## src/rtl/core/mbrc_pkg.sv

```systemverilog
package mbrc_pkg;

   // CRC-16 Modbus
   localparam logic [15:0] CRC_INIT = 16'hFFFF;
   localparam logic [15:0] CRC_POLY = 16'hA001;

   // byte counter
   localparam logic [8:0] COUNT_MAX     = 9'd511;
   localparam logic [8:0] MIN_FRAME     = 9'd4;
   localparam logic [8:0] READ_LEN      = 9'd8;
   localparam logic [8:0] MIN_WRITE_LEN = 9'd10;

   // supported function codes
   localparam logic [7:0] FUNC_READ_COILS  = 8'h01;
   localparam logic [7:0] FUNC_READ_REGS   = 8'h03;
   localparam logic [7:0] FUNC_WRITE_COILS = 8'h0F;
   localparam logic [7:0] FUNC_WRITE_REGS  = 8'h10;

   // quantity limits per function
   localparam logic [10:0] QTY_MAX_READ_COILS  = 11'd2000;
   localparam logic [10:0] QTY_MAX_READ_REGS   = 11'd125;
   localparam logic [10:0] QTY_MAX_WRITE_COILS = 11'd1968;
   localparam logic [10:0] QTY_MAX_WRITE_REGS  = 11'd123;

   // address range
   localparam logic [15:0] ADDR_MAX = 16'd9999;
   localparam logic [16:0] ADDR_END = 17'd10000;

   // status codes
   localparam logic [2:0] STATUS_OK        = 3'd0;
   localparam logic [2:0] STATUS_SHORT     = 3'd1;
   localparam logic [2:0] STATUS_CRC       = 3'd2;
   localparam logic [2:0] STATUS_STATION   = 3'd3;
   localparam logic [2:0] STATUS_FUNCTION  = 3'd4;
   localparam logic [2:0] STATUS_LENGTH    = 3'd5;
   localparam logic [2:0] STATUS_QUANTITY  = 3'd6;
   localparam logic [2:0] STATUS_ADDRESS   = 3'd7;

   // configuration registers
   localparam logic       CSR_STATION_ADDRESS = 1'b0;
   localparam logic [7:0] STATION_RESET       = 8'h01;

   // frame summary handed to the status decode
   typedef struct packed {
      logic [15:0] crc;
      logic [8:0]  count;
      logic [7:0]  station;
      logic [7:0]  func;
      logic [15:0] start_addr;
      logic [15:0] quantity;
   } mbrc_frame_type;

   // one byte through the reflected CRC, bit by bit
   function automatic logic [15:0] mbrc_crc_byte(input logic [15:0] crc,
                                                 input logic [7:0]  data);
      logic [15:0] c;
      c = crc ^ {8'h00, data};
      for (int k = 0; k < 8; k++) begin
         if (c[0]) begin
            c = (c >> 1) ^ CRC_POLY;
         end else begin
            c = c >> 1;
         end
      end
      return c;
   endfunction

endpackage

```

## src/rtl/core/mbrc_channels.sv

```systemverilog
// Request channel: one frame byte per item.
interface mbrc_req_if;
   logic       valid;
   logic       ready;
   logic [7:0] data_byte;
   logic       frame_end;

   modport source (output valid, output data_byte, output frame_end, input ready);
   modport sink   (input valid, input data_byte, input frame_end, output ready);
endinterface

// Response channel: one status per frame.
interface mbrc_rsp_if;
   logic       valid;
   logic       ready;
   logic [2:0] status;

   modport source (output valid, output status, input ready);
   modport sink   (input valid, input status, output ready);
endinterface

```

## src/rtl/core/mbrc_judge.sv

```systemverilog
module mbrc_judge
   import mbrc_pkg::*;
(
   input  mbrc_frame_type frame,
   input  logic [7:0]     station_address,
   output logic [2:0]     status
);

   logic [10:0] qty_max;
   logic        exact_len;
   logic        func_ok;
   logic        len_bad;
   logic        qty_bad;
   logic [16:0] end_addr;

   // per-function limits
   always_comb begin
      qty_max   = QTY_MAX_READ_COILS;
      exact_len = 1'b1;
      func_ok   = 1'b1;
      case (frame.func)
         FUNC_READ_COILS: begin
            qty_max   = QTY_MAX_READ_COILS;
            exact_len = 1'b1;
         end
         FUNC_READ_REGS: begin
            qty_max   = QTY_MAX_READ_REGS;
            exact_len = 1'b1;
         end
         FUNC_WRITE_COILS: begin
            qty_max   = QTY_MAX_WRITE_COILS;
            exact_len = 1'b0;
         end
         FUNC_WRITE_REGS: begin
            qty_max   = QTY_MAX_WRITE_REGS;
            exact_len = 1'b0;
         end
         default: begin
            func_ok = 1'b0;
         end
      endcase
   end

   // saturated count never equals 8 and is always >= 10
   assign len_bad  = exact_len ? (frame.count != READ_LEN) : (frame.count < MIN_WRITE_LEN);
   assign qty_bad  = (frame.quantity == 16'd0) || (frame.quantity > {5'd0, qty_max});
   assign end_addr = {1'b0, frame.start_addr} + {1'b0, frame.quantity};

   // first failing check wins
   always_comb begin
      if (frame.count < MIN_FRAME) begin
         status = STATUS_SHORT;
      end else if (frame.crc != 16'h0000) begin
         status = STATUS_CRC;
      end else if (frame.station != station_address) begin
         status = STATUS_STATION;
      end else if (!func_ok) begin
         status = STATUS_FUNCTION;
      end else if (len_bad) begin
         status = STATUS_LENGTH;
      end else if (qty_bad) begin
         status = STATUS_QUANTITY;
      end else if ((frame.start_addr > ADDR_MAX) || (end_addr > ADDR_END)) begin
         status = STATUS_ADDRESS;
      end else begin
         status = STATUS_OK;
      end
   end

endmodule

```

## src/rtl/core/modbus_rtu_request_checker_unit.sv

```systemverilog
// Channel   Dir   Payload                      Moves
// req_bus   in    data_byte[7:0], frame_end    one frame byte
// rsp_bus   out   status[2:0]                  one status, on the last byte
// psel..    in    pwdata[7:0] at paddr 0       station_address
//
// One byte is taken every cycle while req_bus.ready is high; the CRC update,
// header capture and the status decode of the last byte all settle in the
// cycle the byte is taken. The status reaches rsp_bus through a register.
// Output register plus a one-entry skid: req_bus.ready drops only when both
// are full. Synchronous reset clears frame state, station_address to 1.
module modbus_rtu_request_checker_unit
   import mbrc_pkg::*;
(
   input  logic        clock,
   input  logic        reset,
   mbrc_req_if.sink    req_bus,
   mbrc_rsp_if.source  rsp_bus,
   input  logic        psel,
   input  logic        penable,
   input  logic        pwrite,
   input  logic [2:0]  paddr,
   input  logic [31:0] pwdata,
   output logic [31:0] prdata,
   output logic        pready
);

   logic [7:0]     station_address_ff;
   logic [15:0]    crc_ff;
   logic [8:0]     byte_count_ff;
   logic [7:0]     station_byte_ff;
   logic [7:0]     function_byte_ff;
   logic [15:0]    start_address_ff;
   logic [15:0]    quantity_ff;

   logic           out_valid_ff, out_valid_in;
   logic [2:0]     out_status_ff, out_status_in;
   logic           skid_valid_ff, skid_valid_in;
   logic [2:0]     skid_status_ff, skid_status_in;

   mbrc_frame_type frame_in;
   logic [2:0]     status_new;
   logic           accept;
   logic           push;
   logic           take;
   logic           csr_write;

   // configuration port
   assign pready    = 1'b1;
   assign csr_write = psel && penable && pwrite && pready;
   assign prdata    = (paddr[2] == CSR_STATION_ADDRESS) ? {24'd0, station_address_ff} : 32'd0;

   always_ff @(posedge clock) begin
      if (reset) begin
         station_address_ff <= STATION_RESET;
      end else if (csr_write && (paddr[2] == CSR_STATION_ADDRESS)) begin
         station_address_ff <= pwdata[7:0];
      end
   end

   // handshakes
   assign req_bus.ready = !skid_valid_ff;
   assign accept        = req_bus.valid && req_bus.ready;
   assign push          = accept && req_bus.frame_end;
   assign take          = out_valid_ff && rsp_bus.ready;

   // frame state after this byte
   always_comb begin
      frame_in.crc        = mbrc_crc_byte(crc_ff, req_bus.data_byte);
      frame_in.count      = (byte_count_ff == COUNT_MAX) ? byte_count_ff : byte_count_ff + 9'd1;
      frame_in.station    = station_byte_ff;
      frame_in.func       = function_byte_ff;
      frame_in.start_addr = start_address_ff;
      frame_in.quantity   = quantity_ff;
      case (byte_count_ff)
         9'd0: frame_in.station               = req_bus.data_byte;
         9'd1: frame_in.func                  = req_bus.data_byte;
         9'd2: frame_in.start_addr[15:8]      = req_bus.data_byte;
         9'd3: frame_in.start_addr[7:0]       = req_bus.data_byte;
         9'd4: frame_in.quantity[15:8]        = req_bus.data_byte;
         9'd5: frame_in.quantity[7:0]         = req_bus.data_byte;
         default: begin
         end
      endcase
   end

   mbrc_judge u_judge (
      .frame           (frame_in),
      .station_address (station_address_ff),
      .status          (status_new)
   );

   // frame registers, updated on each byte and cleared at frame end
   always_ff @(posedge clock) begin
      if (reset) begin
         crc_ff           <= CRC_INIT;
         byte_count_ff    <= 9'd0;
         station_byte_ff  <= 8'd0;
         function_byte_ff <= 8'd0;
         start_address_ff <= 16'd0;
         quantity_ff      <= 16'd0;
      end else if (accept) begin
         if (req_bus.frame_end) begin
            crc_ff           <= CRC_INIT;
            byte_count_ff    <= 9'd0;
            station_byte_ff  <= 8'd0;
            function_byte_ff <= 8'd0;
            start_address_ff <= 16'd0;
            quantity_ff      <= 16'd0;
         end else begin
            crc_ff           <= frame_in.crc;
            byte_count_ff    <= frame_in.count;
            station_byte_ff  <= frame_in.station;
            function_byte_ff <= frame_in.func;
            start_address_ff <= frame_in.start_addr;
            quantity_ff      <= frame_in.quantity;
         end
      end
   end

   // output register and skid entry
   always_comb begin
      out_valid_in   = out_valid_ff;
      out_status_in  = out_status_ff;
      skid_valid_in  = skid_valid_ff;
      skid_status_in = skid_status_ff;
      if (skid_valid_ff) begin
         if (take) begin
            out_status_in = skid_status_ff;
            skid_valid_in = 1'b0;
         end
      end else if (out_valid_ff && !take) begin
         if (push) begin
            skid_valid_in  = 1'b1;
            skid_status_in = status_new;
         end
      end else begin
         out_valid_in = push;
         if (push) begin
            out_status_in = status_new;
         end
      end
   end

   always_ff @(posedge clock) begin
      if (reset) begin
         out_valid_ff  <= 1'b0;
         skid_valid_ff <= 1'b0;
      end else begin
         out_valid_ff  <= out_valid_in;
         skid_valid_ff <= skid_valid_in;
      end
   end

   always_ff @(posedge clock) begin
      out_status_ff  <= out_status_in;
      skid_status_ff <= skid_status_in;
   end

   assign rsp_bus.valid  = out_valid_ff;
   assign rsp_bus.status = out_status_ff;

endmodule

```

## src/flat_wrapper.sv

```systemverilog
// flat-port wrapper written by rule: the top's interface ports become plain ports
module modbus_rtu_request_checker_unit_flat import mbrc_pkg::*;
  (clock, reset, psel, penable, pwrite, paddr, pwdata, prdata, pready, req_bus_valid, req_bus_data_byte, req_bus_frame_end, req_bus_ready, rsp_bus_valid, rsp_bus_status, rsp_bus_ready);
  mbrc_req_if req_bus_i ();
  mbrc_rsp_if rsp_bus_i ();
  input  logic clock;
  input  logic reset;
  input  logic psel;
  input  logic penable;
  input  logic pwrite;
  input  logic [2:0] paddr;
  input  logic [31:0] pwdata;
  output logic [31:0] prdata;
  output logic pready;
  input wire logic [$bits(req_bus_i.valid)-1:0] req_bus_valid;
  input wire logic [$bits(req_bus_i.data_byte)-1:0] req_bus_data_byte;
  input wire logic [$bits(req_bus_i.frame_end)-1:0] req_bus_frame_end;
  output wire logic [$bits(req_bus_i.ready)-1:0] req_bus_ready;
  output wire logic [$bits(rsp_bus_i.valid)-1:0] rsp_bus_valid;
  output wire logic [$bits(rsp_bus_i.status)-1:0] rsp_bus_status;
  input wire logic [$bits(rsp_bus_i.ready)-1:0] rsp_bus_ready;
  assign req_bus_i.valid = req_bus_valid;
  assign req_bus_i.data_byte = req_bus_data_byte;
  assign req_bus_i.frame_end = req_bus_frame_end;
  assign req_bus_ready = req_bus_i.ready;
  assign rsp_bus_valid = rsp_bus_i.valid;
  assign rsp_bus_status = rsp_bus_i.status;
  assign rsp_bus_i.ready = rsp_bus_ready;
  modbus_rtu_request_checker_unit u_core (.clock(clock), .reset(reset), .req_bus(req_bus_i), .rsp_bus(rsp_bus_i), .psel(psel), .penable(penable), .pwrite(pwrite), .paddr(paddr), .pwdata(pwdata), .prdata(prdata), .pready(pready));
endmodule
```

## config.mk

```make
export PLATFORM = sky130hd
export DESIGN_NAME = modbus_rtu_request_checker_unit_flat
export DESIGN_NICKNAME = d
export VERILOG_FILES = /design/src/rtl/core/mbrc_pkg.sv /design/src/rtl/core/mbrc_channels.sv /design/src/rtl/core/mbrc_judge.sv /design/src/rtl/core/modbus_rtu_request_checker_unit.sv /design/src/flat_wrapper.sv
export SDC_FILE = /design/constraint.sdc
export NUM_CORES = 1
export LEC_CHECK = 0
export BUFFER_PORTS_ARGS = -buffer_cell sky130_fd_sc_hd__buf_2
export CAP_MARGIN = 20
export CORE_ASPECT_RATIO = 1.1
export CORE_MARGIN = 4
export CORE_UTILIZATION = 58
export CTS_CLUSTER_DIAMETER = 40
export DETAILED_ROUTE_END_ITERATION = 8
export GPL_ROUTABILITY_DRIVEN = 1
export PLACE_DENSITY = 0.84
export SYNTH_ARGS = -nofsm -noshare
export SYNTH_HDL_FRONTEND = slang
export SYNTH_SLANG_ARGS = --single-unit
```

## constraint.sdc

```tcl
create_clock -name clock -period 6 [get_ports clock]
set_clock_uncertainty 0.15 [all_clocks]
set_input_delay 0.3 -clock clock [delete_from_list [all_inputs] [get_ports clock]]
set_output_delay 0.3 -clock clock [all_outputs]
set_load 0.01 [all_outputs]
```

==> flow_metrics.py <==
metrics = {
    "status": {
        "outcome": "complete, no violations",
    },
    "placed_design": {
        "dp_slack_ns": 1.01,
        "hpwl_mm": 11.4,
        "gp_congestion": 0.946,
        "portBuffers": 37,
    },
    "clock_network": {
        "clock-root-buffer": "clkbuf_16",
        "numClockSinks": 89,
        "path_clk_slew_ns": 0.07,
        "holdBufCountCts": 0,
        "clock_latency_ns": 0.34,
        "tritoncts": "yes",
        "htree_levels": 3,
        "cts_resized": 0,
        "cts.path.max_buffers": 2,
        "numCtsBuffers": 9,
        "post_cts_buffers": 0,
    },
    "cells_and_area": {
        "layout.nets": 848,
        "drive_above_1_share_pct": 14.2,
        "fillerInstances": 911,
        "area_growth_pct": 6.28,
        "diodes": 0,
    },
    "synth": {
        "synthArstFlopShare_pct": 0,
        "syn-instance-count": 768,
        "yosys_warnings": 0,
        "synth_edf_count": 6,
        "synth_seq_cells": 89,
        "seq_area_frac_synth_pct": 29.5,
        "yosys.cell_types.count": 76,
        "syn_avg_cell_area_um2": 8.12,
        "synth_ff_type": "dfxtp_1",
        "synthesis.area_um2": 6240,
    },
    "power": {
        "powerDensity_nw_per_um2": 208,
        "p_leak_nw": 2.70,
        "irDropWorstVdd_mv": 0.133,
    },
    "global_routing": {
        "grtUsageTotal_pct": 25.3,
        "antenna_found_initial": 0,
        "grt_pass1_vias": 5447,
        "overflow": 0,
        "grt_max_degree": 68,
        "grt_pass1_wl_mm": 25.9,
    },
    "critical_path": {
        "r2r-end": "u_core.rsp_bus.status[0]$_DFFE_PP_",
        "crit_required_ns": 5.90,
        "arrival_ns": 4.99,
        "cp-end-kind": "flip-flop",
        "cpPeakStageDelay_ns": 0.61,
        "crit_top_cell": "o211ai_1",
        "startpoint_type": "flip-flop",
        "crit_chain": "nor3_1 -> nand3_1 -> mux2_2 -> ha_1 -> o211ai_1 -> a21boi_1 -> or2_2 -> a21oi_1 -> o31ai_1 -> or4_1 -> o211ai_2 -> or2b_1 -> o211ai_1 -> a31oi_1",
        "r2r-start": "u_core.byte_count_ff[3]$_SDFFE_PP0P_",
        "crit_start": "u_core.byte_count_ff[3]$_SDFFE_PP0P_",
        "cp-endpoint": "u_core.rsp_bus.status[0]$_DFFE_PP_",
        "critical_path_class": "flip-flop to flip-flop",
        "rrSetupSlack_ns": 0.91,
        "rr_worst_depth": 14,
        "crit_fanout": 12,
        "critPathSlowestCell": "nor3_1",
    },
    "drt": {
        "vias": 5800,
        "drc": 0,
        "drtIter0Drc": 464,
        "drtPass1Iterations": 8,
        "wl_per_cell_um": 17.3,
        "routed_wl_mm": 15.9,
        "via_per_inst": 6.30,
        "drtAntennaViolNets": 0,
    },
    "floorplan": {
        "fp.dieArea_um2": 12500,
        "ioPinCount": 89,
        "rows": 39,
        "fp.dieW_um": 107,
        "coreArea_um2": 10400,
        "dieHeight_um": 117,
        "start_util_pct": 59.7,
    },
    "sta": {
        "fmax_mhz": 196,
        "relSlewSlack_pct": 41.9,
        "period_minus_slack_ns": 5.09,
        "worst_slack_ns": 0.906,
        "setup_viol": 0,
        "tightestPinTransition_ns": 0.863,
        "fin_crit_sh_pct": 84.9,
        "finalHoldViolations": 0,
        "rsz0062_at_grt": "no",
        "tns_ns": 0,
        "maxSlewViolCount": 0,
    },
    "run": {
        "cap_violations": 0,
    },
    "min_path": {
        "hold_path.class": "input port to flip-flop",
    },
}
kinds of logic (layout without fill, tap and decap cells):
group / after synthesis / after routing / synth area share [%]
other: 2 / 25 / 0.120
and+or+nand+nor: 278 / 278 / 21.9
muxes: 47 / 47 / 8.18
DFF: 89 / 89 / 29.5
AOI/OAI and AO/OA: 191 / 191 / 21.7
xor gates and xnor gates: 42 / 42 / 5.90
buffers and inverters: 94 / 80 / 7.48
adders and majority gates: 25 / 25 / 5.14
cell type report:
cell class / instances / area (um^2) / area share [%]
timing repair buffer: 43 / 228 / 3.44
multi-input combinational: 608 / 4020 / 60.6
sequential: 89 / 1840 / 27.8
clock inverter: 7 / 56.3 / 0.849
clock buffer: 9 / 225 / 3.40
tap: 143 / 179 / 2.70
inverter: 21 / 78.8 / 1.19
where the power goes:
group / total [mW] / internal, mW / switching (mW)
logic: 0.212 / 0.0767 / 0.135
clock network: 0.541 / 0.288 / 0.253
registers: 0.628 / 0.614 / 0.0140
metrics by stage:
step                      std cells  cell area (um^2)  total power, mW  utilization, %  hold WS (ns)
after floorplan                 791              6320            0.807               -         0.274
after global placement          902              6330            0.838            60.7         0.322
after detailed placement        902              6330            0.845            60.7         0.327
after CTS                       918              6620             1.38            63.4        0.0223
after global routing            920              6630             1.43            63.5        0.0484
final                           920              6630             1.38            63.5        0.0232
registers in the layout, summed over array words and instances (netlist names):
register / flops
u_core.station_address_ff: 8
u_core.function_byte_ff: 8
u_core.rsp_bus.valid: 1
u_core.station_byte_ff: 8
u_core.quantity_ff: 16
u_core.crc_ff: 16
u_core.skid_status_ff: 3
u_core.rsp_bus.status: 3
u_core.skid_valid_ff: 1
u_core.start_address_ff: 16
u_core.byte_count_ff: 9
routing by layer:
| metal | GRT usage, % | up-vias | wire length (um) |
|---|---|---|---|
| met5 | 0 | - | 0 |
| met4 | 10.4 | 0 | 444 |
| met3 | 4.37 | 48 | 1080 |
| met2 | 44.0 | 261 | 7790 |
| met1 | 31.2 | 2727 | 6610 |
| li1 | - | 2764 | - |
Yosys cell counts (12+ instances only):
cell type  number  share of area (%)
nor3_1         14                1.1
buf_4          25                3.0
mux2_2         32                5.8
clkbuf_1       36                2.2
xor2_1         15                2.1
o211ai_1       14                1.7
nand2_1        69                4.2
a21oi_1        38                3.0
o21ai_0        18                1.4
dfxtp_1        83                 27
nor2b_1        12                1.2
xnor2_1        27                3.8
mux2i_1        15                2.4
nor2_1         87                5.2
nand3_1        30                2.4
ha_1           24                4.8
inv_1          19                1.1
a22oi_1        50                6.0
layout by cell type (no fill, tap or decap), drive strengths merged, types with 23 or more instances in the layout:
| cell type | count |
|---|---|
| dfxtp | 83 |
| conb | 25 |
| nor2 | 88 |
| ha | 24 |
| xnor2 | 27 |
| o21ai | 23 |
| nand2 | 70 |
| inv | 26 |
| nand3 | 31 |
| mux2 | 32 |
| a21oi | 41 |
| a22oi | 50 |
| buf | 42 |
critical path: cells and delay by family, from the launching register on:
kind | cells | cell delay [ns]
and+or+nand+nor | 5 | 1.87
AOI/OAI and AO/OA | 7 | 1.53
muxes | 1 | 0.48
adders and majority gates | 1 | 0.39
DFF | 1 | 0.38
worst min-delay path by stage:
stage | from | to | cells past startpoint
after global routing | pwdata[0] | u_core.station_address_ff[0]$_SDFFE_PP1P_ | 3
after floorplan | pwdata[0] | u_core.station_address_ff[0]$_SDFFE_PP1P_ | 2
after detailed placement | u_core.station_address_ff[3]$_SDFFE_PP0P_ | u_core.station_address_ff[3]$_SDFFE_PP0P_ | 2
after CTS | pwdata[0] | u_core.station_address_ff[0]$_SDFFE_PP1P_ | 3
final | pwdata[0] | u_core.station_address_ff[0]$_SDFFE_PP1P_ | 3
after global placement | u_core.crc_ff[5]$_SDFFE_PP1P_ | u_core.crc_ff[5]$_SDFFE_PP1P_ | 2
(Power assumes the default switching activity.)
